==> src/msfm_pkg.sv <==
// Shared types and constants for the motor sense and fault monitor.
package msfm_pkg;

  localparam int RAW_W      = 12;
  localparam int CUR_W      = 13;
  localparam int VOLT_W     = 16;
  localparam int TEMP_W     = 10;
  localparam int TIDX_W     = 7;
  localparam int TVAL_W     = 20;
  localparam int FAULT_W    = 2;
  localparam int RUN_W      = 8;
  localparam int CFG_IDX_W  = 3;
  localparam int CFG_DATA_W = 16;
  localparam int LIMIT_W    = 16;
  localparam int CNT_LIM_W  = 8;

  // Shared serial divider: numerator is left aligned, one quotient bit per cycle.
  localparam int DIV_NUM_W = 38;
  localparam int DIV_DEN_W = 25;
  localparam int DIV_CNT_W = 6;

  localparam int ITER_VOLT = 23;
  localparam int ITER_RES  = 38;
  localparam int ITER_FRAC = 20;

  // constant divides: floor(x * ceil(2^sh / d) / 2^sh) is exact over the operand range
  localparam int CUR_RECIP     = 1342178;  // divide by 100, 20-bit operand
  localparam int CUR_RECIP_SH  = 27;
  localparam int STEP_RECIP    = 838861;   // divide by 10, 20-bit operand
  localparam int STEP_RECIP_SH = 23;

  localparam int CUR_GAIN     = 161;
  localparam int VOLT_GAIN_SH = 5;      // 33 = 32 + 1
  localparam int VOLT_ADC_SH  = 12;     // divide by 4096
  localparam int NTC_NUM_K    = 33000000;
  localparam int NTC_DEN_BASE = 20480000;
  localparam int NTC_DEN_K    = 3300;
  localparam int DEG_SCALE    = 10;
  localparam int TEMP_MAX     = 1023;
  localparam int VOLT_MAX     = 65535;

  localparam int RESET_OFFSET   = 0;
  localparam int RESET_CUR_LIM  = 10000;
  localparam int RESET_VOLT_LIM = 600;
  localparam int RESET_CNT_LIM  = 10;
  localparam int RESET_DIV_TOP  = 100;
  localparam int RESET_DIV_BOT  = 10;

  typedef enum logic [CFG_IDX_W-1:0] {
    CFG_CUR_OFFSET = 3'd0,
    CFG_CUR_LIMIT  = 3'd1,
    CFG_VOLT_LIMIT = 3'd2,
    CFG_CNT_LIMIT  = 3'd3,
    CFG_DIV_TOP    = 3'd4,
    CFG_DIV_BOT    = 3'd5
  } cfg_reg_t;

  typedef enum logic [FAULT_W-1:0] {
    FAULT_NONE = 2'd0,
    FAULT_OC   = 2'd1,
    FAULT_OV   = 2'd2
  } fault_t;

  typedef enum logic [1:0] {
    DIV_VOLT,
    DIV_RES,
    DIV_FRAC
  } div_sel_t;

  typedef enum logic [4:0] {
    S_IDLE,
    S_CUR,
    S_VOLT,
    S_VOLT_W,
    S_RES,
    S_RES_W,
    S_SRCH,
    S_SRCH_W,
    S_RD_LO,
    S_RD_HI,
    S_CAP_HI,
    S_STEP,
    S_FRAC,
    S_FRAC_W,
    S_FIN
  } state_t;

  typedef struct packed {
    logic     in_load;
    logic     tbl_wr;
    logic     cap_cur;
    logic     div_start;
    div_sel_t div_sel;
    logic     cap_div;
    logic     volt_sat;
    logic     rd_lo;
    logic     rd_hi;
    logic     srch_upd;
    logic     cap_lo;
    logic     cap_hi;
    logic     cap_step;
    logic     frac_zero;
    logic     fin;
  } cmd_t;

  typedef struct packed {
    logic div_busy;
    logic srch_done;
    logic bottom_zero;
    logic frac_ok;
    logic step_zero;
    logic out_free;
  } status_t;

endpackage

==> src/msfm_ctrl.sv <==
// Controller: sequences conversions, divisions, table search and result hand-off.
module msfm_ctrl (
  input  logic                  clk,
  input  logic                  rst_n,
  input  logic                  in_valid,
  input  logic                  in_cmd,
  output logic                  in_ready,
  input  msfm_pkg::status_t     status,
  output msfm_pkg::cmd_t        cmd
);

  msfm_pkg::state_t state_r, state_nxt;

  always_ff @(posedge clk) begin
    if (!rst_n) begin
      state_r <= msfm_pkg::S_IDLE;
    end else begin
      state_r <= state_nxt;
    end
  end

  always_comb begin
    state_nxt   = state_r;
    in_ready    = 1'b0;
    cmd         = '0;
    cmd.div_sel = msfm_pkg::DIV_VOLT;
    case (state_r)
      msfm_pkg::S_IDLE: begin
        in_ready = 1'b1;
        if (in_valid) begin
          cmd.in_load = 1'b1;
          if (in_cmd) begin
            cmd.tbl_wr = 1'b1;
          end else begin
            state_nxt = msfm_pkg::S_CUR;
          end
        end
      end
      msfm_pkg::S_CUR: begin
        cmd.cap_cur = 1'b1;
        state_nxt   = msfm_pkg::S_VOLT;
      end
      msfm_pkg::S_VOLT: begin
        cmd.div_sel = msfm_pkg::DIV_VOLT;
        if (status.bottom_zero) begin
          cmd.volt_sat = 1'b1;
          state_nxt    = msfm_pkg::S_RES;
        end else begin
          cmd.div_start = 1'b1;
          state_nxt     = msfm_pkg::S_VOLT_W;
        end
      end
      msfm_pkg::S_VOLT_W: begin
        cmd.div_sel = msfm_pkg::DIV_VOLT;
        if (!status.div_busy) begin
          cmd.cap_div = 1'b1;
          state_nxt   = msfm_pkg::S_RES;
        end
      end
      msfm_pkg::S_RES: begin
        cmd.div_sel   = msfm_pkg::DIV_RES;
        cmd.div_start = 1'b1;
        state_nxt     = msfm_pkg::S_RES_W;
      end
      msfm_pkg::S_RES_W: begin
        cmd.div_sel = msfm_pkg::DIV_RES;
        if (!status.div_busy) begin
          cmd.cap_div = 1'b1;
          state_nxt   = msfm_pkg::S_SRCH;
        end
      end
      msfm_pkg::S_SRCH: begin
        // the midpoint address goes out here, data returns next cycle
        state_nxt = status.srch_done ? msfm_pkg::S_RD_LO : msfm_pkg::S_SRCH_W;
      end
      msfm_pkg::S_SRCH_W: begin
        cmd.srch_upd = 1'b1;
        state_nxt    = msfm_pkg::S_SRCH;
      end
      msfm_pkg::S_RD_LO: begin
        cmd.rd_lo = 1'b1;
        state_nxt = msfm_pkg::S_RD_HI;
      end
      msfm_pkg::S_RD_HI: begin
        cmd.cap_lo = 1'b1;
        cmd.rd_hi  = 1'b1;
        state_nxt  = msfm_pkg::S_CAP_HI;
      end
      msfm_pkg::S_CAP_HI: begin
        cmd.cap_hi = 1'b1;
        state_nxt  = msfm_pkg::S_STEP;
      end
      msfm_pkg::S_STEP: begin
        if (status.frac_ok) begin
          cmd.cap_step = 1'b1;
          state_nxt    = msfm_pkg::S_FRAC;
        end else begin
          cmd.frac_zero = 1'b1;
          state_nxt     = msfm_pkg::S_FIN;
        end
      end
      msfm_pkg::S_FRAC: begin
        cmd.div_sel = msfm_pkg::DIV_FRAC;
        if (status.step_zero) begin
          cmd.frac_zero = 1'b1;
          state_nxt     = msfm_pkg::S_FIN;
        end else begin
          cmd.div_start = 1'b1;
          state_nxt     = msfm_pkg::S_FRAC_W;
        end
      end
      msfm_pkg::S_FRAC_W: begin
        cmd.div_sel = msfm_pkg::DIV_FRAC;
        if (!status.div_busy) begin
          cmd.cap_div = 1'b1;
          state_nxt   = msfm_pkg::S_FIN;
        end
      end
      msfm_pkg::S_FIN: begin
        // hold until the result register is free
        if (status.out_free) begin
          cmd.fin   = 1'b1;
          state_nxt = msfm_pkg::S_IDLE;
        end
      end
      default: begin
        state_nxt = msfm_pkg::S_IDLE;
      end
    endcase
  end

endmodule

==> config.mk <==
export PLATFORM = sky130hd
export DESIGN_NAME = msfm_ctrl
export DESIGN_NICKNAME = d
export VERILOG_FILES = /design/src/msfm_pkg.sv /design/src/msfm_ctrl.sv
export SDC_FILE = /design/constraint.sdc
export NUM_CORES = 1
export LEC_CHECK = 0
export BUFFER_PORTS_ARGS = -buffer_cell sky130_fd_sc_hd__buf_2
export CAP_MARGIN = 20
export CORE_AREA = 2 2 41 43
export CTS_CLUSTER_SIZE = 10
export DETAILED_ROUTE_END_ITERATION = 10
export DIE_AREA = 0 0 43 45
export GPL_TIMING_DRIVEN = 0
export PLACE_DENSITY = 0.69
export SLEW_MARGIN = 20
export SYNTH_ARGS = -nofsm -noshare
export SYNTH_HDL_FRONTEND = slang
export SYNTH_SLANG_ARGS = --single-unit
==> constraint.sdc <==
create_clock -name clk -period 1.8 [get_ports clk]
set_input_delay 0.36 -clock clk [delete_from_list [all_inputs] [get_ports clk]]
set_output_delay 0.36 -clock clk [all_outputs]
set_load 0.02 [all_outputs]
* Yosys cells after proc, flatten, opt, wreduce, memory -nomap -nowiden
Cells that the tools add are included.
Cells by class: add/subtract/negate cells 0, multipliers 0, div/mod/pow operators 0, order comparisons 0, eq/ne operators 20, shift-type cells 0, multiplexer cells 35, bitwise logic cells 0, reductions and logical operators 5
Operators with widths (number):
- 5-bit one-hot mux with 15 select lines | 1
- 5-bit by 4-bit equality test with 1-bit output, second input constant | 7
- 5-bit two-way mux | 6
- 5-bit by 3-bit equality test with 1-bit output, second input constant | 4
- 1-bit two-way mux | 19
- 2-bit != test, second input constant | 6
- 5-bit by 2-bit equality test with 1-bit output, second input constant | 2
- 2-bit two-way mux | 4
- 6-bit AND reduction | 1
- 5-bit by 1-bit equality test with 1-bit output, second input constant | 1
- 5-bit logical NOT | 1
- 4-bit two-way mux | 1
- 2-bit one-hot mux with 2 select lines | 1
- 2-bit OR reduction | 2
- 3-bit two-way mux | 1
- 1-bit one-hot mux with 3 select lines | 1
- 3-bit OR reduction | 1
- 1-bit one-hot mux with 2 select lines | 1
Storage, ports and cells: register bits 5, bits in latches 0, RAM bits 0, ROM bits 0, word-level logic and storage cells 61, memories kept 0

* Longest topological paths before layout
Gate-level depths: netlist of run 1.
word-level depth 3, mapped depth 5

* Worst setup path after synthesis of run 1
OpenSTA, ideal clock, no wires.
path kind register -> output, start point register state_r[1], end point output port cmd[8] in the netlist's numbering, data arrival time 1.438 ns, data required time 1.440 ns, setup slack 0.002 ns, cell stages (with the launch flop) 3, cells stage by stage dfxtp_1 -> or2b_1 -> nor4b_1
RTL lines:
- from (decl) | line msfm_ctrl.sv:12 | msfm_pkg::state_t state_r, state_nxt;
- from (signal assigned) | line msfm_ctrl.sv:16 | state_r <= msfm_pkg::S_IDLE;
- from (signal assigned) | line msfm_ctrl.sv:18 | state_r <= state_nxt;
- to (decl) | line msfm_ctrl.sv:9 | output msfm_pkg::cmd_t cmd

==> results of run 1 <==
[area by class of cell]
type                            instances  area share
Multi-Input combinational cell         55       0.539
Timing Repair Buffer                   28       0.219
Sequential cell                         4       0.113
Buffer                                  5      0.0471
Clock buffer                            3      0.0303
Tap cell                               16      0.0269
Inverter                                5      0.0253
[where the power goes]
| part | switching, W | total [W] | internal [W] |
|---|---|---|---|
| Combinational | 0.000148 | 0.000272 | 0.000124 |
| Clock | 0.0000347 | 0.000109 | 0.0000744 |
| Sequential | 0.00000844 | 0.000108 | 0.0000996 |
| Total | 0.000191 | 0.000489 | 0.000298 |
[routing by layer]
metal | global-route usage | up-vias
met5 | 0 | -
met4 | 0.109 | 0
met3 | 0.0200 | 2
met2 | 0.279 | 27
met1 | 0.183 | 278
li1 | - | 316
[stage by stage]
step	setup slack, ns	cells	hold slack (ns)	instance area [sq um]	TNS [ns]
after floorplan	0.00198	69	0.475	498	0
after global placement	0.193	111	0.645	648	0
after detailed placement	0.172	111	0.652	648	0
after CTS	-0.0300	115	0.406	701	-0.0693
after global routing	-0.0462	116	0.416	743	-0.115
final	0.00268	116	0.410	743	0
[tightest hold or removal path, delay by kind of cell]
kind            cells  cell delay (ns)
compound gates      1             0.05
buf+inv             1             0.12
simple gates        1             0.06
[what timing repair did]
| action | CTS | global route |
|---|---|---|
| buffers inserted | 1 | 1 |
| setup endpoints to repair | 6 | 8 |
| hold buffers | 0 | 0 |
| resized for setup | 8 | 11 |
| pin swaps | 2 | 3 |
[kinds of logic (layout without fill, tap and decap cells)]
logic type,after synthesis,count (layout)
AND/OR/NAND/NOR,33,33
buffers and inverters,10,41
flip-flops,4,4
AO/OA/AOI/OAI,22,22
[cells in the final DEF, fill, tap and decap left out, types with 2 or more instances in the layout]
master    synthesis  layout
dfxtp_2           0       3
buf_4             2       8
o31ai_1           2       2
buf_2             3      23
nand2b_1          2       2
nand2_1           7       7
buf_6             0       2
inv_2             3       3
o21ai_0           3       3
clkbuf_4          0       3
a21oi_1           3       3
nor2_1            6       5
o21ai_1           2       2
nor2b_1           3       3
o21a_1            2       2
o32ai_1           2       2
nor3_1            4       4
inv_1             2       2
[cell usage after synthesis (all sizes together) (2+ instances only)]
master  n  area share
nand2   7       0.053
nand2b  2       0.025
o31ai   2       0.030
dfxtp   4        0.16
nor2    6       0.045
o21ai   5       0.050
inv     5       0.038
o21a    2       0.030
a211oi  2       0.030
and3    2       0.025
o32ai   3       0.090
nor2b   3       0.038
buf     5       0.060
nor3    4       0.040
a21oi   4       0.063
[path summary, 6_finish.rpt]
path / start / end / slack (ns) / cells past startpoint
setup / recovery: state_r[0] / cmd[14] / 0.003 / 4
hold / removal: status[4] / state_r[3] / 0.41 / 3
setup reg to reg: state_r[0] / state_r[0] / 0.26 / 5
hold reg to reg: state_r[3] / state_r[3] / 0.69 / 3
==> impl_metrics.json, run 1 <==
{
  "finClkSkew_ns": 0.000534,
  "clk_pin_slew_ns": 0.04,
  "wl_per_cell_um": 12.7,
  "yosysWarningCount": 0,
  "dr.max_layer_used": "met4",
  "finalMaxSlewViolations": 0,
  "worstPathMaxFanout": 3,
  "syn2layout_area_growth_pct": 49.2,
  "multi_input_area_sq_um": 400,
  "hold_viol": 0,
  "synth_compound_area_frac": 0.362,
  "path_buf_inv": 2,
  "crit_slowest_cell": "or4_4",
  "dr_wl_met3_um": 94,
  "wl_met1_um": 594,
  "pin_count": 27,
  "reg_top3": "state_r x4",
  "numCtsBuffers": 3,
  "utilization": 0.505,
  "drtPass1Iterations": 4,
  "drive_gt1_frac": 0.520,
  "end_kind": "output port",
  "dieArea_sq_um": 1940,
  "port_buffers": 26,
  "ys_ff_latch": 4,
  "first_iter_violations": 10,
  "diodes": 0,
  "core-area_sq_um": 1470,
  "vias": 623,
  "yosys-mux-area-fraction": 0,
  "cts.htree.levels": 1,
  "cts_tree": "built",
  "ys_seq_area_frac": 0.161,
  "synthFlopType": "dfxtp_1",
  "p_leak_nw": 0.326,
  "arrival_ns": 1.44,
  "worst_pin_slew_ns": 0.296,
  "root_buffer": "clkbuf_4",
  "status": "completed",
  "yosysUniqueCellTypes": 33,
  "die_w_um": 43,
  "nets": 112,
  "synth_async_sr_flop_share": 0,
  "cp.required_ns": 1.44,
  "start_util": 0.338,
  "wl_um": 1470,
  "synthAdderAreaFrac": 0,
  "die_h_um": 45,
  "grt_first_pass_wirelength_um": 2320,
  "max_freq_mhz": 556,
  "synth-xor-area-share": 0,
  "cp_top_family": "simple AND/OR/NAND/NOR gates",
  "dp_hpwl_um": 1080,
  "setup_viol": 0,
  "final-seq-area_sq_um": 83.8,
  "largest_reg_flops": 4,
  "netlist_instances": 69,
  "grt_pass1_vias": 564,
  "total_power_w": 0.000489,
  "synthesis.area_sq_um": 498,
  "start_kind": "flop",
  "grt_max_degree": 11,
  "synth.avg_cell_area_sq_um": 7.22,
  "ir_drop_v": 0.000387,
  "crit_chain": "or4_4 -> inv_2 -> and3_4 -> buf_6",
  "clock_sinks": 4,
  "p_per_area_nw_per_um2": 658,
  "drt.antenna.violating_nets": 0,
  "clock_latency_ns": 0.23,
  "wl_met2_um": 767,
  "maxCapViolCount": 0,
  "period_share": 0.999,
  "grt_antenna_before_repair": 0,
  "yosys.area_share.simple": 0.379,
  "routed_via_density": 5.37,
  "gp_congestion": 0.816,
  "overflow": 0,
  "largest_register": "state_r",
  "hold_path.class": "in2reg",
  "num_rows": 14,
  "clockBufferDepth": 2,
  "rsz0062_at_grt": "true",
  "path_class": "reg2out",
  "synth_nets": 79,
  "fillCellCount": 151,
  "critical-path-max-stage-delay_ns": 0.54,
  "relSlewSlack": 0.802,
  "grt_usage": 0.160,
  "drc_errors": 0,
  "fin_crit_ns": 1.80,
  "synth_top_family_by_area": "simple AND/OR/NAND/NOR gates",
  "synth_edf_count": 0
}
Note: power is estimated with default switching activity, not from simulation.
==> inputs of run 2 (changes only) <==
--- a/config.mk
+++ b/config.mk
@@ -11,6 +11,7 @@
 export CTS_CLUSTER_SIZE = 10
 export DETAILED_ROUTE_END_ITERATION = 10
 export DIE_AREA = 0 0 43 45
+export GPL_ROUTABILITY_DRIVEN = 0
 export GPL_TIMING_DRIVEN = 0
 export PLACE_DENSITY = 0.69
 export SLEW_MARGIN = 20
==> constraint.sdc (replaced) <==
create_clock -name clk -period 2.05 [get_ports clk]
set_input_delay 0.41 -clock clk [delete_from_list [all_inputs] [get_ports clk]]
set_output_delay 0.41 -clock clk [all_outputs]
set_load 0.02 [all_outputs]
==> run 2 against run 1 <==
  * Clock skew about the same
  * Combinational power down 26%
  * Core utilization is 4.9 points lower
  * Sequential share of layout area increased by 0.66 points
  * Power decreased by 20%
  * Global-route usage fell by 0.25 points
  * Setup slack improved by 0.13 ns
  * Highest routed layer unchanged
==> impl_metrics.json, run 2 (synthesized netlist as in run 1, its figures left out) <==
{
  "finalMaxSlewViolations": 0,
  "reg2reg_slack_ns": 0.60,
  "core-area_sq_um": 1470,
  "grt_first_pass_wirelength_um": 2280,
  "worstPathMaxFanout": 6,
  "clock_latency_ns": 0.23,
  "cts_resized": 0,
  "cts.htree.levels": 1,
  "vias": 598,
  "cts_hold_buf": 0,
  "post_cts_buffers": 0,
  "drtPass1Iterations": 4,
  "drc_errors": 0,
  "drt.antenna.violating_nets": 0,
  "end_kind": "output port",
  "wl_per_cell_um": 12.1,
  "pin_count": 27,
  "fin_crit_ns": 1.92,
  "finClkSkew_ns": 0.000276,
  "diodes": 0,
  "first_iter_violations": 8,
  "cp_top_family": "simple AND/OR/NAND/NOR gates",
  "ir_drop_v": 0.000326,
  "cts_tree": "built",
  "numCtsBuffers": 3,
  "grt_antenna_before_repair": 0,
  "drive_gt1_frac": 0.408,
  "overflow": 0,
  "period_share": 0.934,
  "dp_hpwl_um": 1080,
  "critical-path-max-stage-delay_ns": 0.56,
  "dieArea_sq_um": 1940,
  "crit_chain": "or4_4 -> inv_2 -> and3_1 -> buf_2",
  "fillCellCount": 166,
  "path_buf_inv": 2,
  "largest_register": "state_r",
  "path_class": "reg2out",
  "start_util": 0.338,
  "status": "completed",
  "clock_sinks": 4,
  "grt_pass1_vias": 557,
  "rsz0062_at_grt": "false",
  "port_buffers": 26,
  "hold_viol": 0,
  "hold_ws_ns": 0.463,
  "setup_viol": 0,
  "dp_cells": 111,
  "cp.required_ns": 1.64,
  "max_freq_mhz": 522,
  "fin_setup_tns_ns": 0,
  "worst_pin_slew_ns": 0.297,
  "r2r_end": "state_r[0]",
  "die_h_um": 45,
  "total_power_w": 0.000390,
  "p_leak_nw": 0.306,
  "holdPathEnd": "state_r[2]",
  "hp-start": "rst_n",
  "grt_max_degree": 11,
  "num_rows": 14,
  "final_cell_mix": "buf_2, nand2_1, nor2_1",
  "hold_depth": 2,
  "p_per_area_nw_per_um2": 581,
  "crit_slowest_cell": "or4_4",
  "r2r_cells": 4,
  "maxCapViolCount": 0,
  "wl_um": 1380,
  "final_common_cell": "buf_2",
  "arrival_ns": 1.51,
  "hold_path.class": "in2reg",
  "r2r-start": "state_r[1]",
  "finalNonFillerCells": 114,
  "nets": 110,
  "die_w_um": 43,
  "clockBufferDepth": 2,
  "start_kind": "flop",
  "syn2layout_area_growth_pct": 34.7,
  "routed_via_density": 5.25,
  "root_buffer": "clkbuf_4",
  "largest_reg_flops": 4,
  "relSlewSlack": 0.802,
  "clk_pin_slew_ns": 0.04,
  "reg_top3": "state_r x4",
  "grt_usage": 0.157
}
==> run 2: cell count changes in the layout (fill, tap and decap cells not counted), sizes merged <==
| cell | before | now |
|---|---|---|
| buf | 33 | 31 |
==> run 2: cell type report <==
class                           count  area (sq um)  area share
Sequential cell                     4          80.1       0.119
Timing Repair Buffer               26           130       0.194
Clock buffer                        3          22.5      0.0336
Inverter                            5          18.8      0.0280
Buffer                              5          30.0      0.0448
Multi-Input combinational cell     55           369       0.550
Tap cell                           16          20.0      0.0299
==> run 2: power breakdown <==
group / leakage [nW] / total [W] / switching [W] / internal, W
Clock: 0.0138 / 0.0000958 / 0.0000305 / 0.0000654
Combinational: 0.260 / 0.000201 / 0.000122 / 0.0000789
Sequential: 0.0325 / 0.0000928 / 0.00000675 / 0.0000860
==> run 2: through the flow <==
step	setup WS [ns]	util	area [sq um]
after floorplan	0.202	-	498
after global placement	0.393	0.440	648
after detailed placement	0.372	0.440	648
after CTS	0.112	0.456	671
after global routing	0.0828	0.456	671
final	0.135	0.456	671
==> run 2: layer usage <==
metal  vias up  routed length, um  global-route usage
met5         -                  0                   0
met4         0                 14               0.115
met3         2                 98              0.0280
met2        23                698               0.276
met1       262                568               0.171
li1        311                  -                   -
==> run 2: worst max-delay path by stage <==
stage | start | to | slack [ns] | cells after the start
after floorplan | state_r[1] | cmd[8] | 0.20 | 2
after global placement | state_r[1] | cmd[9] | 0.39 | 3
after detailed placement | state_r[1] | cmd[9] | 0.37 | 3
after CTS | state_r[1] | cmd[9] | 0.11 | 3
after global routing | state_r[1] | cmd[9] | 0.08 | 3
final | state_r[1] | cmd[14] | 0.13 | 4
