**src/msfm_pkg.sv**
```systemverilog
// Shared types and constants for the motor sense and fault monitor.
package msfm_pkg;

  localparam int RAW_W      = 12;
  localparam int CUR_W      = 13;
  localparam int VOLT_W     = 16;
  localparam int TEMP_W     = 10;
  localparam int TIDX_W     = 7;
  localparam int TVAL_W     = 20;
  localparam int FAULT_W    = 2;
  localparam int RUN_W      = 8;
  localparam int CFG_IDX_W  = 3;
  localparam int CFG_DATA_W = 16;
  localparam int LIMIT_W    = 16;
  localparam int CNT_LIM_W  = 8;

  // Shared serial divider: numerator is left aligned, one quotient bit per cycle.
  localparam int DIV_NUM_W = 38;
  localparam int DIV_DEN_W = 25;
  localparam int DIV_CNT_W = 6;

  localparam int ITER_VOLT = 23;
  localparam int ITER_RES  = 38;
  localparam int ITER_FRAC = 20;

  // constant divides: floor(x * ceil(2^sh / d) / 2^sh) is exact over the operand range
  localparam int CUR_RECIP     = 1342178;  // divide by 100, 20-bit operand
  localparam int CUR_RECIP_SH  = 27;
  localparam int STEP_RECIP    = 838861;   // divide by 10, 20-bit operand
  localparam int STEP_RECIP_SH = 23;

  localparam int CUR_GAIN     = 161;
  localparam int VOLT_GAIN_SH = 5;      // 33 = 32 + 1
  localparam int VOLT_ADC_SH  = 12;     // divide by 4096
  localparam int NTC_NUM_K    = 33000000;
  localparam int NTC_DEN_BASE = 20480000;
  localparam int NTC_DEN_K    = 3300;
  localparam int DEG_SCALE    = 10;
  localparam int TEMP_MAX     = 1023;
  localparam int VOLT_MAX     = 65535;

  localparam int RESET_OFFSET   = 0;
  localparam int RESET_CUR_LIM  = 10000;
  localparam int RESET_VOLT_LIM = 600;
  localparam int RESET_CNT_LIM  = 10;
  localparam int RESET_DIV_TOP  = 100;
  localparam int RESET_DIV_BOT  = 10;

  typedef enum logic [CFG_IDX_W-1:0] {
    CFG_CUR_OFFSET = 3'd0,
    CFG_CUR_LIMIT  = 3'd1,
    CFG_VOLT_LIMIT = 3'd2,
    CFG_CNT_LIMIT  = 3'd3,
    CFG_DIV_TOP    = 3'd4,
    CFG_DIV_BOT    = 3'd5
  } cfg_reg_t;

  typedef enum logic [FAULT_W-1:0] {
    FAULT_NONE = 2'd0,
    FAULT_OC   = 2'd1,
    FAULT_OV   = 2'd2
  } fault_t;

  typedef enum logic [1:0] {
    DIV_VOLT,
    DIV_RES,
    DIV_FRAC
  } div_sel_t;

  typedef enum logic [4:0] {
    S_IDLE,
    S_CUR,
    S_VOLT,
    S_VOLT_W,
    S_RES,
    S_RES_W,
    S_SRCH,
    S_SRCH_W,
    S_RD_LO,
    S_RD_HI,
    S_CAP_HI,
    S_STEP,
    S_FRAC,
    S_FRAC_W,
    S_FIN
  } state_t;

  typedef struct packed {
    logic     in_load;
    logic     tbl_wr;
    logic     cap_cur;
    logic     div_start;
    div_sel_t div_sel;
    logic     cap_div;
    logic     volt_sat;
    logic     rd_lo;
    logic     rd_hi;
    logic     srch_upd;
    logic     cap_lo;
    logic     cap_hi;
    logic     cap_step;
    logic     frac_zero;
    logic     fin;
  } cmd_t;

  typedef struct packed {
    logic div_busy;
    logic srch_done;
    logic bottom_zero;
    logic frac_ok;
    logic step_zero;
    logic out_free;
  } status_t;

endpackage

```
**src/msfm_if.sv**
```systemverilog


interface msfm_out_if;
  logic                         valid;
  logic                         ready;
  logic [msfm_pkg::CUR_W-1:0]   current_ma;
  logic [msfm_pkg::VOLT_W-1:0]  bus_voltage_x10;
  logic [msfm_pkg::TEMP_W-1:0]  temperature_x10;
  logic [msfm_pkg::FAULT_W-1:0] fault_code;
  modport source (output valid, current_ma, bus_voltage_x10, temperature_x10, fault_code,
                  input ready);
  modport sink (input valid, current_ma, bus_voltage_x10, temperature_x10, fault_code,
                output ready);
endinterface

interface msfm_cfg_if;
  logic                            valid;
  logic                            ready;
  logic [msfm_pkg::CFG_IDX_W-1:0]  index;
  logic [msfm_pkg::CFG_DATA_W-1:0] data;
  modport source (output valid, index, data, input ready);
  modport sink (input valid, index, data, output ready);
endinterface

```
**src/msfm_ram.sv**
```systemverilog
// Generic single-write, single-read RAM with registered read data.
module msfm_ram #(
  parameter int WIDTH = 20,
  parameter int DEPTH = 98,
  localparam int AW = $clog2(DEPTH)
) (
  input  logic             clk,
  input  logic             we,
  input  logic [AW-1:0]    waddr,
  input  logic [WIDTH-1:0] wdata,
  input  logic [AW-1:0]    raddr,
  output logic [WIDTH-1:0] rdata
);

  logic [WIDTH-1:0] mem [DEPTH];

  always_ff @(posedge clk) begin
    if (we) begin
      mem[waddr] <= wdata;
    end
    rdata <= mem[raddr];
  end

endmodule

```
**src/msfm_div.sv**
```systemverilog
// Restoring serial divider, one quotient bit per cycle.
module msfm_div (
  input  logic                           clk,
  input  logic                           rst_n,
  input  logic                           start,
  input  logic [msfm_pkg::DIV_NUM_W-1:0] num,
  input  logic [msfm_pkg::DIV_DEN_W-1:0] den,
  input  logic [msfm_pkg::DIV_CNT_W-1:0] iters,
  output logic                           busy,
  output logic [msfm_pkg::DIV_NUM_W-1:0] quo
);

  localparam int NW = msfm_pkg::DIV_NUM_W;
  localparam int DW = msfm_pkg::DIV_DEN_W;
  localparam int CW = msfm_pkg::DIV_CNT_W;

  logic [NW-1:0] num_r, num_nxt, quo_r, quo_nxt;
  logic [DW-1:0] den_r, den_nxt, rem_r, rem_nxt;
  logic [CW-1:0] cnt_r, cnt_nxt;
  logic          busy_r, busy_nxt;
  logic [DW:0]   shifted, diff;
  logic          ge;

  always_comb begin
    shifted  = {rem_r, num_r[NW-1]};
    diff     = shifted - {1'b0, den_r};
    ge       = shifted >= {1'b0, den_r};
    num_nxt  = num_r;
    den_nxt  = den_r;
    rem_nxt  = rem_r;
    quo_nxt  = quo_r;
    cnt_nxt  = cnt_r;
    busy_nxt = busy_r;
    if (start) begin
      num_nxt  = num;
      den_nxt  = den;
      rem_nxt  = '0;
      quo_nxt  = '0;
      cnt_nxt  = iters;
      busy_nxt = 1'b1;
    end else if (busy_r) begin
      rem_nxt  = ge ? diff[DW-1:0] : shifted[DW-1:0];
      quo_nxt  = {quo_r[NW-2:0], ge};
      num_nxt  = {num_r[NW-2:0], 1'b0};
      cnt_nxt  = cnt_r - 1'b1;
      busy_nxt = cnt_r != CW'(1);
    end
  end

  always_ff @(posedge clk) begin
    if (!rst_n) begin
      busy_r <= 1'b0;
      cnt_r  <= '0;
    end else begin
      busy_r <= busy_nxt;
      cnt_r  <= cnt_nxt;
    end
  end

  always_ff @(posedge clk) begin
    num_r <= num_nxt;
    den_r <= den_nxt;
    rem_r <= rem_nxt;
    quo_r <= quo_nxt;
  end

  assign busy = busy_r;
  assign quo  = quo_r;

endmodule

```
**src/msfm_dp.sv**
```systemverilog
// Datapath: registers, conversions, table search, fault counters and result register.
module msfm_dp #(
  parameter int TABLE_LAST_INDEX = 97
) (
  input  logic                          clk,
  input  logic                          rst_n,
  input  logic [msfm_pkg::RAW_W-1:0]    in_current_raw,
  input  logic [msfm_pkg::RAW_W-1:0]    in_voltage_raw,
  input  logic [msfm_pkg::RAW_W-1:0]    in_temp_raw,
  input  logic [msfm_pkg::TIDX_W-1:0]   in_table_index,
  input  logic [msfm_pkg::TVAL_W-1:0]   in_table_value,
  msfm_cfg_if.sink                      cfg_ch,
  msfm_out_if.source                    out_ch,
  input  msfm_pkg::cmd_t                cmd,
  output msfm_pkg::status_t             status
);

  localparam int IDX_W  = $clog2(TABLE_LAST_INDEX + 1);
  localparam int CMP_W  = msfm_pkg::TIDX_W + 1;
  localparam int T_W    = IDX_W + 4;
  localparam int TSUM_W = msfm_pkg::TVAL_W + 1;
  localparam int RW     = msfm_pkg::RAW_W;
  localparam int VW     = msfm_pkg::TVAL_W;
  localparam int NW     = msfm_pkg::DIV_NUM_W;
  localparam int DW     = msfm_pkg::DIV_DEN_W;

  // configuration registers
  logic [RW-1:0]                      offset_r;
  logic [msfm_pkg::LIMIT_W-1:0]       cur_lim_r, volt_lim_r, top_r, bot_r;
  logic [msfm_pkg::CNT_LIM_W-1:0]     cnt_lim_r;

  logic [RW-1:0]                      cur_raw_r, volt_raw_r, temp_raw_r;
  logic [msfm_pkg::CUR_W-1:0]         cur_r;
  logic [msfm_pkg::VOLT_W-1:0]        volt_r;
  logic [VW-1:0]                      res_r, tlo_r, thi_r, step_r, frac_r;
  logic [IDX_W-1:0]                   hi_r, lo_r, mid, raddr;
  logic [msfm_pkg::RUN_W-1:0]         oc_run_r, ov_run_r, oc_run_nxt, ov_run_nxt;
  msfm_pkg::fault_t                   fault_r, fault_mid, fault_nxt;

  logic                               out_valid_r;
  logic [msfm_pkg::CUR_W-1:0]         out_cur_r;
  logic [msfm_pkg::VOLT_W-1:0]        out_volt_r;
  logic [msfm_pkg::TEMP_W-1:0]        out_temp_r;
  msfm_pkg::fault_t                   out_fault_r;

  logic [VW-1:0]                      rdata;
  logic                               tbl_we;

  logic [NW-1:0]                      div_num, div_quo;
  logic [DW-1:0]                      div_den;
  logic [msfm_pkg::DIV_CNT_W-1:0]     div_iters;
  logic                               div_busy;

  logic [RW-1:0]                      cur_diff;
  logic [19:0]                        cur_prod;
  logic [40:0]                        cur_mul;
  logic [msfm_pkg::CUR_W-1:0]         cur_q;
  logic [VW-1:0]                      step_diff;
  logic [43:0]                        step_mul;
  logic [VW-1:0]                      step_q;
  logic [16:0]                        volt_sum;
  logic [17:0]                        volt_raw33;
  logic [34:0]                        volt_prod;
  logic [NW-1:0]                      res_num;
  logic [DW-1:0]                      res_sub, res_den;
  logic [IDX_W:0]                     mid_sum;
  logic [IDX_W-1:0]                   span;
  logic [T_W-1:0]                     t_base;
  logic [TSUM_W-1:0]                  t_sum;
  logic [msfm_pkg::TEMP_W-1:0]        temp;
  logic                               oc_over, ov_over;

  // register writes
  assign cfg_ch.ready = 1'b1;

  always_ff @(posedge clk) begin
    if (!rst_n) begin
      offset_r   <= RW'(msfm_pkg::RESET_OFFSET);
      cur_lim_r  <= msfm_pkg::LIMIT_W'(msfm_pkg::RESET_CUR_LIM);
      volt_lim_r <= msfm_pkg::LIMIT_W'(msfm_pkg::RESET_VOLT_LIM);
      cnt_lim_r  <= msfm_pkg::CNT_LIM_W'(msfm_pkg::RESET_CNT_LIM);
      top_r      <= msfm_pkg::LIMIT_W'(msfm_pkg::RESET_DIV_TOP);
      bot_r      <= msfm_pkg::LIMIT_W'(msfm_pkg::RESET_DIV_BOT);
    end else if (cfg_ch.valid) begin
      case (cfg_ch.index)
        msfm_pkg::CFG_CUR_OFFSET: offset_r   <= cfg_ch.data[RW-1:0];
        msfm_pkg::CFG_CUR_LIMIT:  cur_lim_r  <= cfg_ch.data;
        msfm_pkg::CFG_VOLT_LIMIT: volt_lim_r <= cfg_ch.data;
        msfm_pkg::CFG_CNT_LIMIT:  cnt_lim_r  <= cfg_ch.data[msfm_pkg::CNT_LIM_W-1:0];
        msfm_pkg::CFG_DIV_TOP:    top_r      <= cfg_ch.data;
        msfm_pkg::CFG_DIV_BOT:    bot_r      <= cfg_ch.data;
        default: ;
      endcase
    end
  end

  // NTC table
  assign tbl_we = cmd.tbl_wr &&
                  (CMP_W'(in_table_index) <= CMP_W'(TABLE_LAST_INDEX));

  assign mid_sum = (IDX_W + 1)'(hi_r) + (IDX_W + 1)'(lo_r);
  assign mid     = mid_sum[IDX_W:1];
  assign span    = hi_r - lo_r;

  always_comb begin
    raddr = mid;
    if (cmd.rd_lo) begin
      raddr = lo_r;
    end else if (cmd.rd_hi) begin
      raddr = hi_r;
    end
  end

  msfm_ram #(
    .WIDTH (VW),
    .DEPTH (TABLE_LAST_INDEX + 1)
  ) u_table (
    .clk   (clk),
    .we    (tbl_we),
    .waddr (IDX_W'(in_table_index)),
    .wdata (in_table_value),
    .raddr (raddr),
    .rdata (rdata)
  );

  // current and step divide by constants through reciprocal multiplies
  assign cur_diff   = cur_raw_r - offset_r;
  assign cur_prod   = (cur_raw_r > offset_r) ?
                      20'(cur_diff) * 20'(msfm_pkg::CUR_GAIN) : '0;
  assign cur_mul    = 41'(cur_prod) * 41'(msfm_pkg::CUR_RECIP);
  assign cur_q      = cur_mul[msfm_pkg::CUR_RECIP_SH +: msfm_pkg::CUR_W];
  assign step_diff  = tlo_r - thi_r;
  assign step_mul   = 44'(step_diff) * 44'(msfm_pkg::STEP_RECIP);
  assign step_q     = step_mul[msfm_pkg::STEP_RECIP_SH +: VW];

  // divider operands, numerators left aligned by the iteration count
  assign volt_sum   = 17'(top_r) + 17'(bot_r);
  assign volt_raw33 = (18'(volt_raw_r) << msfm_pkg::VOLT_GAIN_SH) + 18'(volt_raw_r);
  assign volt_prod  = 35'(volt_raw33) * 35'(volt_sum);
  assign res_num    = NW'(temp_raw_r) * NW'(msfm_pkg::NTC_NUM_K);
  assign res_sub    = DW'(temp_raw_r) * DW'(msfm_pkg::NTC_DEN_K);
  assign res_den    = DW'(msfm_pkg::NTC_DEN_BASE) - res_sub;

  always_comb begin
    case (cmd.div_sel)
      msfm_pkg::DIV_VOLT: begin
        div_num   = {volt_prod[34:msfm_pkg::VOLT_ADC_SH], 15'b0};
        div_den   = DW'(bot_r);
        div_iters = msfm_pkg::DIV_CNT_W'(msfm_pkg::ITER_VOLT);
      end
      msfm_pkg::DIV_RES: begin
        div_num   = res_num;
        div_den   = res_den;
        div_iters = msfm_pkg::DIV_CNT_W'(msfm_pkg::ITER_RES);
      end
      msfm_pkg::DIV_FRAC: begin
        div_num   = {tlo_r - res_r, 18'b0};
        div_den   = DW'(step_r);
        div_iters = msfm_pkg::DIV_CNT_W'(msfm_pkg::ITER_FRAC);
      end
      default: begin
        div_num   = '0;
        div_den   = '0;
        div_iters = '0;
      end
    endcase
  end

  msfm_div u_div (
    .clk   (clk),
    .rst_n (rst_n),
    .start (cmd.div_start),
    .num   (div_num),
    .den   (div_den),
    .iters (div_iters),
    .busy  (div_busy),
    .quo   (div_quo)
  );

  // working registers
  always_ff @(posedge clk) begin
    if (cmd.in_load) begin
      cur_raw_r  <= in_current_raw;
      volt_raw_r <= in_voltage_raw;
      temp_raw_r <= in_temp_raw;
      hi_r       <= IDX_W'(TABLE_LAST_INDEX);
      lo_r       <= '0;
    end
    if (cmd.cap_cur) begin
      cur_r <= cur_q;
    end
    if (cmd.cap_div) begin
      case (cmd.div_sel)
        msfm_pkg::DIV_VOLT: volt_r <= (div_quo > NW'(msfm_pkg::VOLT_MAX)) ?
                                      msfm_pkg::VOLT_W'(msfm_pkg::VOLT_MAX) :
                                      div_quo[msfm_pkg::VOLT_W-1:0];
        msfm_pkg::DIV_RES:  res_r  <= div_quo[VW-1:0];
        msfm_pkg::DIV_FRAC: frac_r <= div_quo[VW-1:0];
        default: ;
      endcase
    end
    if (cmd.volt_sat) begin
      volt_r <= msfm_pkg::VOLT_W'(msfm_pkg::VOLT_MAX);
    end
    if (cmd.srch_upd) begin
      if (rdata < res_r) begin
        hi_r <= mid;
      end else begin
        lo_r <= mid;
      end
    end
    if (cmd.cap_lo) begin
      tlo_r <= rdata;
    end
    if (cmd.cap_hi) begin
      thi_r <= rdata;
    end
    if (cmd.cap_step) begin
      step_r <= step_q;
    end
    if (cmd.frac_zero) begin
      frac_r <= '0;
    end
  end

  // temperature assembly
  assign t_base = T_W'(lo_r) * T_W'(msfm_pkg::DEG_SCALE);
  assign t_sum  = TSUM_W'(t_base) + TSUM_W'(frac_r);
  assign temp   = (t_sum > TSUM_W'(msfm_pkg::TEMP_MAX)) ?
                  msfm_pkg::TEMP_W'(msfm_pkg::TEMP_MAX) : t_sum[msfm_pkg::TEMP_W-1:0];

  // fault runs: current first, voltage sees the fault current may have latched
  assign oc_over = 16'(cur_r) >= cur_lim_r;
  assign ov_over = volt_r >= volt_lim_r;

  always_comb begin
    fault_mid  = fault_r;
    oc_run_nxt = '0;
    if (oc_over && fault_r == msfm_pkg::FAULT_NONE) begin
      oc_run_nxt = (&oc_run_r) ? oc_run_r : oc_run_r + 1'b1;
      if (oc_run_nxt >= cnt_lim_r) begin
        fault_mid = msfm_pkg::FAULT_OC;
      end
    end
    fault_nxt  = fault_mid;
    ov_run_nxt = '0;
    if (ov_over && fault_mid == msfm_pkg::FAULT_NONE) begin
      ov_run_nxt = (&ov_run_r) ? ov_run_r : ov_run_r + 1'b1;
      if (ov_run_nxt >= cnt_lim_r) begin
        fault_nxt = msfm_pkg::FAULT_OV;
      end
    end
  end

  always_ff @(posedge clk) begin
    if (!rst_n) begin
      fault_r     <= msfm_pkg::FAULT_NONE;
      oc_run_r    <= '0;
      ov_run_r    <= '0;
      out_valid_r <= 1'b0;
    end else begin
      if (cmd.fin) begin
        fault_r     <= fault_nxt;
        oc_run_r    <= oc_run_nxt;
        ov_run_r    <= ov_run_nxt;
        out_valid_r <= 1'b1;
      end else if (out_ch.ready) begin
        out_valid_r <= 1'b0;
      end
    end
  end

  always_ff @(posedge clk) begin
    if (cmd.fin) begin
      out_cur_r   <= cur_r;
      out_volt_r  <= volt_r;
      out_temp_r  <= temp;
      out_fault_r <= fault_nxt;
    end
  end

  assign out_ch.valid           = out_valid_r;
  assign out_ch.current_ma      = out_cur_r;
  assign out_ch.bus_voltage_x10 = out_volt_r;
  assign out_ch.temperature_x10 = out_temp_r;
  assign out_ch.fault_code      = out_fault_r;

  assign status.div_busy    = div_busy;
  assign status.srch_done   = span <= IDX_W'(1);
  assign status.bottom_zero = bot_r == '0;
  assign status.frac_ok     = (tlo_r > thi_r) && (tlo_r >= res_r);
  assign status.step_zero   = step_r == '0;
  assign status.out_free    = !out_valid_r || out_ch.ready;

endmodule

```
**src/flat_wrapper.sv**
```systemverilog
// flat-port wrapper written by rule: the top's interface ports become plain ports
module msfm_dp_flat 
#(
  parameter int TABLE_LAST_INDEX = 97
)
  (clk, rst_n, in_current_raw, in_voltage_raw, in_temp_raw, in_table_index, in_table_value, cmd, status, cfg_ch_valid, cfg_ch_index, cfg_ch_data, cfg_ch_ready, out_ch_valid, out_ch_current_ma, out_ch_bus_voltage_x10, out_ch_temperature_x10, out_ch_fault_code, out_ch_ready);
  msfm_cfg_if cfg_ch_i ();
  msfm_out_if out_ch_i ();
  input  logic clk;
  input  logic rst_n;
  input  logic [msfm_pkg::RAW_W-1:0] in_current_raw;
  input  logic [msfm_pkg::RAW_W-1:0] in_voltage_raw;
  input  logic [msfm_pkg::RAW_W-1:0] in_temp_raw;
  input  logic [msfm_pkg::TIDX_W-1:0] in_table_index;
  input  logic [msfm_pkg::TVAL_W-1:0] in_table_value;
  input  msfm_pkg::cmd_t cmd;
  output msfm_pkg::status_t status;
  input wire logic [$bits(cfg_ch_i.valid)-1:0] cfg_ch_valid;
  input wire logic [$bits(cfg_ch_i.index)-1:0] cfg_ch_index;
  input wire logic [$bits(cfg_ch_i.data)-1:0] cfg_ch_data;
  output wire logic [$bits(cfg_ch_i.ready)-1:0] cfg_ch_ready;
  output wire logic [$bits(out_ch_i.valid)-1:0] out_ch_valid;
  output wire logic [$bits(out_ch_i.current_ma)-1:0] out_ch_current_ma;
  output wire logic [$bits(out_ch_i.bus_voltage_x10)-1:0] out_ch_bus_voltage_x10;
  output wire logic [$bits(out_ch_i.temperature_x10)-1:0] out_ch_temperature_x10;
  output wire logic [$bits(out_ch_i.fault_code)-1:0] out_ch_fault_code;
  input wire logic [$bits(out_ch_i.ready)-1:0] out_ch_ready;
  assign cfg_ch_i.valid = cfg_ch_valid;
  assign cfg_ch_i.index = cfg_ch_index;
  assign cfg_ch_i.data = cfg_ch_data;
  assign cfg_ch_ready = cfg_ch_i.ready;
  assign out_ch_valid = out_ch_i.valid;
  assign out_ch_current_ma = out_ch_i.current_ma;
  assign out_ch_bus_voltage_x10 = out_ch_i.bus_voltage_x10;
  assign out_ch_temperature_x10 = out_ch_i.temperature_x10;
  assign out_ch_fault_code = out_ch_i.fault_code;
  assign out_ch_i.ready = out_ch_ready;
  msfm_dp #(.TABLE_LAST_INDEX(TABLE_LAST_INDEX)) u_core (.clk(clk), .rst_n(rst_n), .in_current_raw(in_current_raw), .in_voltage_raw(in_voltage_raw), .in_temp_raw(in_temp_raw), .in_table_index(in_table_index), .in_table_value(in_table_value), .cfg_ch(cfg_ch_i), .out_ch(out_ch_i), .cmd(cmd), .status(status));
endmodule
```
**config.mk**
```make
export PLATFORM = sky130hd
export DESIGN_NAME = msfm_dp_flat
export DESIGN_NICKNAME = d
export VERILOG_FILES = /design/src/msfm_pkg.sv /design/src/msfm_if.sv /design/src/msfm_ram.sv /design/src/msfm_div.sv /design/src/msfm_dp.sv /design/src/flat_wrapper.sv
export SDC_FILE = /design/constraint.sdc
export NUM_CORES = 2
export LEC_CHECK = 0
export ABC_CLOCK_PERIOD_IN_PS = 26300
export CAP_MARGIN = 20
export CELL_PAD_IN_SITES_DETAIL_PLACEMENT = 0
export CELL_PAD_IN_SITES_GLOBAL_PLACEMENT = 1
export CORE_MARGIN = 4
export CORE_UTILIZATION = 50
export DETAILED_ROUTE_END_ITERATION = 16
export DONT_BUFFER_PORTS = 1
export GPL_TIMING_DRIVEN = 1
export PLACE_DENSITY = 0.72
export SYNTH_ARGS = -nofsm -noshare
export SYNTH_HDL_FRONTEND = slang
export SYNTH_HIERARCHICAL = 1
export SYNTH_SLANG_ARGS = --single-unit
```
**constraint.sdc**
```tcl
create_clock -name clk -period 26.3 [get_ports clk]
set_input_delay 1.315 -clock clk [delete_from_list [all_inputs] [get_ports clk]]
set_output_delay 1.315 -clock clk [all_outputs]
set_load 0.02 [all_outputs]
```
* Yosys cells after proc, flatten, opt, wreduce, memory -nomap -nowiden
Memories as Yosys holds them, arrays and structs flattened. A register that Yosys moved wholly into a read port is not among the register bits. Index checks and enable logic that the tools add are counted.
Word-level totals: memories 1, register bits after elaboration 453, latch bits 0, bits in read-only memories 0, bits in writable memories 1960
Cells by class: shift operators 0, multipliers 7, bitwise logic cells 0, multiplexer cells 32, reductions and logical operators 25, div/mod/pow operators 0, eq/ne operators 8, magnitude comparators 13, add/sub/neg operators 13
Memory list:
- u_core.u_table.mem | words 98, width 20, read ports 1, clocked after Yosys merged registers in 1, wr ports 1, RTL line msfm_ram.sv:15 | logic [WIDTH-1:0] mem [DEPTH];
Operators by type and width (count):
- one-hot mux 38 bit (3 select lines) | 1
- two-way mux 38 bit | 2
- one-hot mux 25 bit (3 select lines) | 1
- two-way mux 7 bit | 8
- multiplier 20 x 20 -> 40 bit, second input constant | 1
- subtractor 20 bit | 2
- multiplier 20 x 20 -> 39 bit, second input constant | 1
- > comparator 38 x 16 -> 1 bit, second input constant | 1
- multiplier 18 x 17 -> 35 bit | 1
- two-way mux 8 bit | 4
- multiplier 12 x 19 -> 31 bit, second input constant | 1
- greater-or-equal comparator 26 x 25 -> 1 bit | 1
- two-way mux 25 bit | 1
- subtractor 25 x 24 -> 25 bit, first input constant | 1
- subtractor 25 bit | 1
- multiplier 12 x 10 -> 22 bit, second input constant | 1
- adder 11 x 20 -> 21 bit | 1
- > comparator 21 x 10 -> 1 bit, second input constant | 1
- greater-or-equal comparator 20 bit | 1
- > comparator 20 bit | 1
- zero test 20 bit | 1
- < comparator 20 bit | 1
- multiplier 12 x 8 -> 20 bit, second input constant | 1
- two-way mux 20 bit | 1
- 34 further kinds | 62

* Depth between registers and ports, before layout
word-level depth 8, gate-level depth with buffers 46, depth with buffers taken out 46

* Hierarchy
Netlist, hierarchy kept.
Modules (own cells, without submodules):
- msfm_ram | area each 75946.6 µm², cells each 3541, instances 1, seq. area each 59256.8 µm²
- msfm_dp | area each 49028.3 µm², cells each 5145, instances 1, seq. area each 8077.7 µm²
- msfm_div | area each 6572.6 µm², cells each 611, instances 1, seq. area each 3293.2 µm²

* Worst setup path before layout
Ideal clock, no wire load.
kind flip-flop to flip-flop, start point register u_core.cur_raw_r[0], end point register u_core/cur_r[10] (netlist name) (data pin), data required time 26042 ps, path slack 16190 ps, arrival time 9852 ps, clock period less this slack 10110 ps, cell stages (with the launch flop) 42, buffers on the path 0, library setup time 258 ps, path through edfxtp_1 > inv_1 > ha_1 > inv_1 > fa_1 > a21o_1 > a21oi_2 > xnor2_1 > ha_1 > ha_1 > ha_1 > xor2_1 > ha_1 > ha_1 > a21oi_1 > o21ai_0 > a21oi_1 > o21bai_1 > [6 not listed] > fa_1 > inv_1 > fa_1 > fa_1 > fa_1 > fa_1 > ha_1 > ha_1 > a21o_1 > a221oi_1 > o21ai_0 > a31oi_1 > a2bb2oi_1 > o21ai_1 > o41a_1 > a21o_1 > a21oi_1 > xnor2_1
On the way: longest elaborated chain between the ends 4
RTL lines:
- start: declaration | RTL line msfm_dp.sv:32 | logic [RW-1:0] cur_raw_r, volt_raw_r, temp_raw_r;
- start signal: assignment | RTL line msfm_dp.sv:183 | cur_raw_r <= in_current_raw;
- subtractor 12 bit | RTL line msfm_dp.sv:127 | assign cur_diff = cur_raw_r - offset_r;
- multiplier 12 x 8 -> 20 bit | RTL line msfm_dp.sv:129 | 20'(cur_diff) * 20'(msfm_pkg::CUR_GAIN) : '0;
- two-way mux 20 bit * | RTL line msfm_dp.sv:128 | assign cur_prod = (cur_raw_r > offset_r) ?
- multiplier 20 x 20 -> 39 bit * | RTL line msfm_dp.sv:130 | assign cur_mul = 41'(cur_prod) * 41'(msfm_pkg::CUR_RECIP);
- net u_core.cur_mul[37] | RTL line msfm_dp.sv:56 | logic [40:0] cur_mul;
- end signal: assignment | RTL line msfm_dp.sv:190 | cur_r <= cur_q;
- end: declaration | RTL line msfm_dp.sv:33 | logic [msfm_pkg::CUR_W-1:0] cur_r;
Mark *: on every way through the listed nets, which the timed path passes. The rest lies on a longest branch. A chain may end at the register's enable or synchronous reset.

* Worst setup path in the final report
Ends and elaborated chain as after synthesis.

==> flow_summary.toml <==
[global_routing]
grt.total_usage = 0.245
antenna_found_initial = 15
grt_start_max_net_pins = 137
overflow = 0
grt_pass1_wl_um = 502000
grt_pass1_vias = 79100

[sta]
slew_headroom = 0.209
worstMarginPinSlew_ns = 1.18
grt_setup_unrepaired = "no"
post-route-period-util = 0.429
tns_ns = 0
fin_crit_ns = 11.29
finalSetupViolCount = 0
hold_violations = 0
max_freq_mhz = 88.6
fin_skew_ns = 0.0804
maxSlewViolCount = 0

[worst_setup_path]
r2r_cells = 41
crit_top_cell = "ha_1"
critPathCaptureType = "flip-flop"
crit_type = "flip-flop to flip-flop"
path_depth = 41
cp_max_fo = 5
path_buf_inv = 3
critPathRequiredTime_ns = 26.83
start_kind = "flip-flop"
worst_path_largest_cell_delay_ns = 0.55
worst_path_max_delay_cell = "nor4_1"
cp.arrival_ns = 11.82
crit_family = "adder cells"

[cts]
cts_tree = "built"
cts_hold_buf = 0
root_buffer = "clkbuf_16"
clk_latency_ns = 0.86
cts-buffers-inserted = 273
cts_resized = 0
cts.sinks = 2433
cts_buffer_depth = 4
post_cts_buffers = 0
h-tree-depth = 5
clk_pin_slew_ns = 0.06

[die]
pin_count = 151
core.rowCount = 188
coreArea_mm2 = 0.262
die_area_mm2 = 0.271
initial_core_util = 0.502
die_h_um = 521
die_w_um = 521

[routing]
drc = 0
ant_nets = 0
wl_per_cell_um = 25.3
totalWireLength_um = 332000
drt-pass1-iter-count = 6
vias_per_cell = 5.80
num_vias = 76200
drtIter0Drc = 6050

[min_path]
min_path_type = "flip-flop to flip-flop"
hold_depth = 0

[yosys]
yosys.cell_types.count = 101
ys_warn_count = 6
synth_top_area_frac = 0.500
synth-async-reset-ratio = 0
ys_seq_area_frac = 0.537
synth_top_area_cell = "edfxtp_1"
synth.cell_area_mm2 = 0.132
synthTopCellsByArea = "edfxtp_1, fa_1, ha_1"
ys_ff_latch = 2433
avgSynthCellArea_um2 = 14.1
synthCells = 9297
synth_edf_count = 2190
synth_ff_type = "edfxtp_1"

[finish]
drive_above_1_share = 0.117
fin_cells = 13100
final_cell_mix = "edfxtp_1, inv_1, ha_1"
nNetsFinal = 11100
syn_to_final_growth_pct = 10.0
final_common_cell = "edfxtp_1"
fin_area_mm2 = 0.145
utilization = 0.552
fillers = 21200

[run_status]
outcome = "finished clean"

[placed_design]
dpl.hpwl_um = 223000
place_inst = 12600
placed_area_mm2 = 0.136
place_congestion = 0.882
portBuffers = 0

[job]
cap_violations = 0
sequential cells by signal (all words and copies together) (netlist names), 17 cells and up:
| signal | cells |
|---|---|
| u_core/u_table/rdata | 20 |
| u_core/u_div/rem_r | 25 |
| u_core/res_r | 20 |
| u_core/u_table/mem | 1960 |
| u_core/u_div/den_r | 25 |
| u_core/thi_r | 20 |
| u_core/frac_r | 20 |
| u_core/tlo_r | 20 |
| u_core/step_r | 17 |
| u_core/u_div/quo | 38 |
| u_core/u_div/num_r | 38 |
layer usage:
layer,vias up,wire (um),GRT usage
met5,-,13,0
met4,2,11400,0.0754
met3,497,20800,0.0357
met2,2388,163000,0.415
met1,39200,137000,0.330
li1,34100,-,-
worst paths after layout:
path | startpoint | end | slack, ns
max reg2reg | u_core/cur_raw_r[0] | u_core/cur_r[10] | 15.01
min reg2reg | u_core/cur_r[0] | u_core/out_ch.current_ma[0] | 0.46
max | u_core/cur_raw_r[0] | u_core/cur_r[10] | 15.01
min | u_core/cur_r[0] | u_core/out_ch.current_ma[0] | 0.46
area by class of cell:
class                           count  area, um2  share of cell area
Antenna cell                        3       7.51           0.0000519
Sequential cell                  2433      70600               0.488
Clock inverter                    149       1500              0.0104
Tap cell                         3515       4400              0.0304
Multi-Input combinational cell   5467      55700               0.385
Timing Repair Buffer              174       1350             0.00933
Clock buffer                      333       7150              0.0494
Inverter                         1060       3980              0.0275
cells by family (layout without fill, tap and decap cells):
group	count (synthesis)	after routing	share of synthesized area
adder cells (fa/ha/maj)	1565	1565	0.185
flip-flops	2433	2433	0.537
AO/OA/AOI/OAI	1244	1244	0.0621
multiplexers	877	877	0.101
AND/OR/NAND/NOR	1522	1522	0.0544
XOR/XNOR	251	251	0.0167
buffers and inverters	1403	1716	0.0435
other	2	11	0.0000571
stage by stage:
| stage | setup WS (ns) | hold slack [ns] |
|---|---|---|
| 2_1_floorplan | 16.19 | 0.417 |
| 3_3_place_gp | 15.00 | 0.434 |
| 3_5_place_dp | 14.99 | 0.445 |
| 4_1_cts | 14.96 | 0.458 |
| 5_1_grt | 14.28 | 0.459 |
| 6_report | 15.01 | 0.456 |
cells in the mapped netlist, drive strengths merged (8+ instances only):
cell type  instances
a21boi            85
a21oi            304
buf              128
or3               15
and3              41
inv             1058
a21o              92
o21a              47
a31oi             19
xor2              92
nand4             37
and2             111
edfxtp          2190
a22o               8
ha               931
nor4              44
o211ai            46
o31a               8
nor2             326
or2               17
xnor2            159
nand2            600
a22oi            146
nand3             97
mux2              43
mux2i            475
o21ai            237
a211oi            50
mux4             359
o21bai            30
clkbuf           215
dfxtp            243
a221oi            50
o22ai             47
nor3              74
fa               634
nor2b             56
nand2b            69
worst register-to-register path: cells and delay by family, from the launching register on:
kind / cells / cell delay [ns]
buf+inv: 3 / 0.17
xor+xnor: 4 / 0.72
compound gates: 15 / 2.66
simple gates: 4 / 1.37
fa+ha+maj: 15 / 5.76
flops: 1 / 0.35
Power is not shown: default switching activity piles up to over one toggle a cycle in this logic, so the estimate is an artifact.
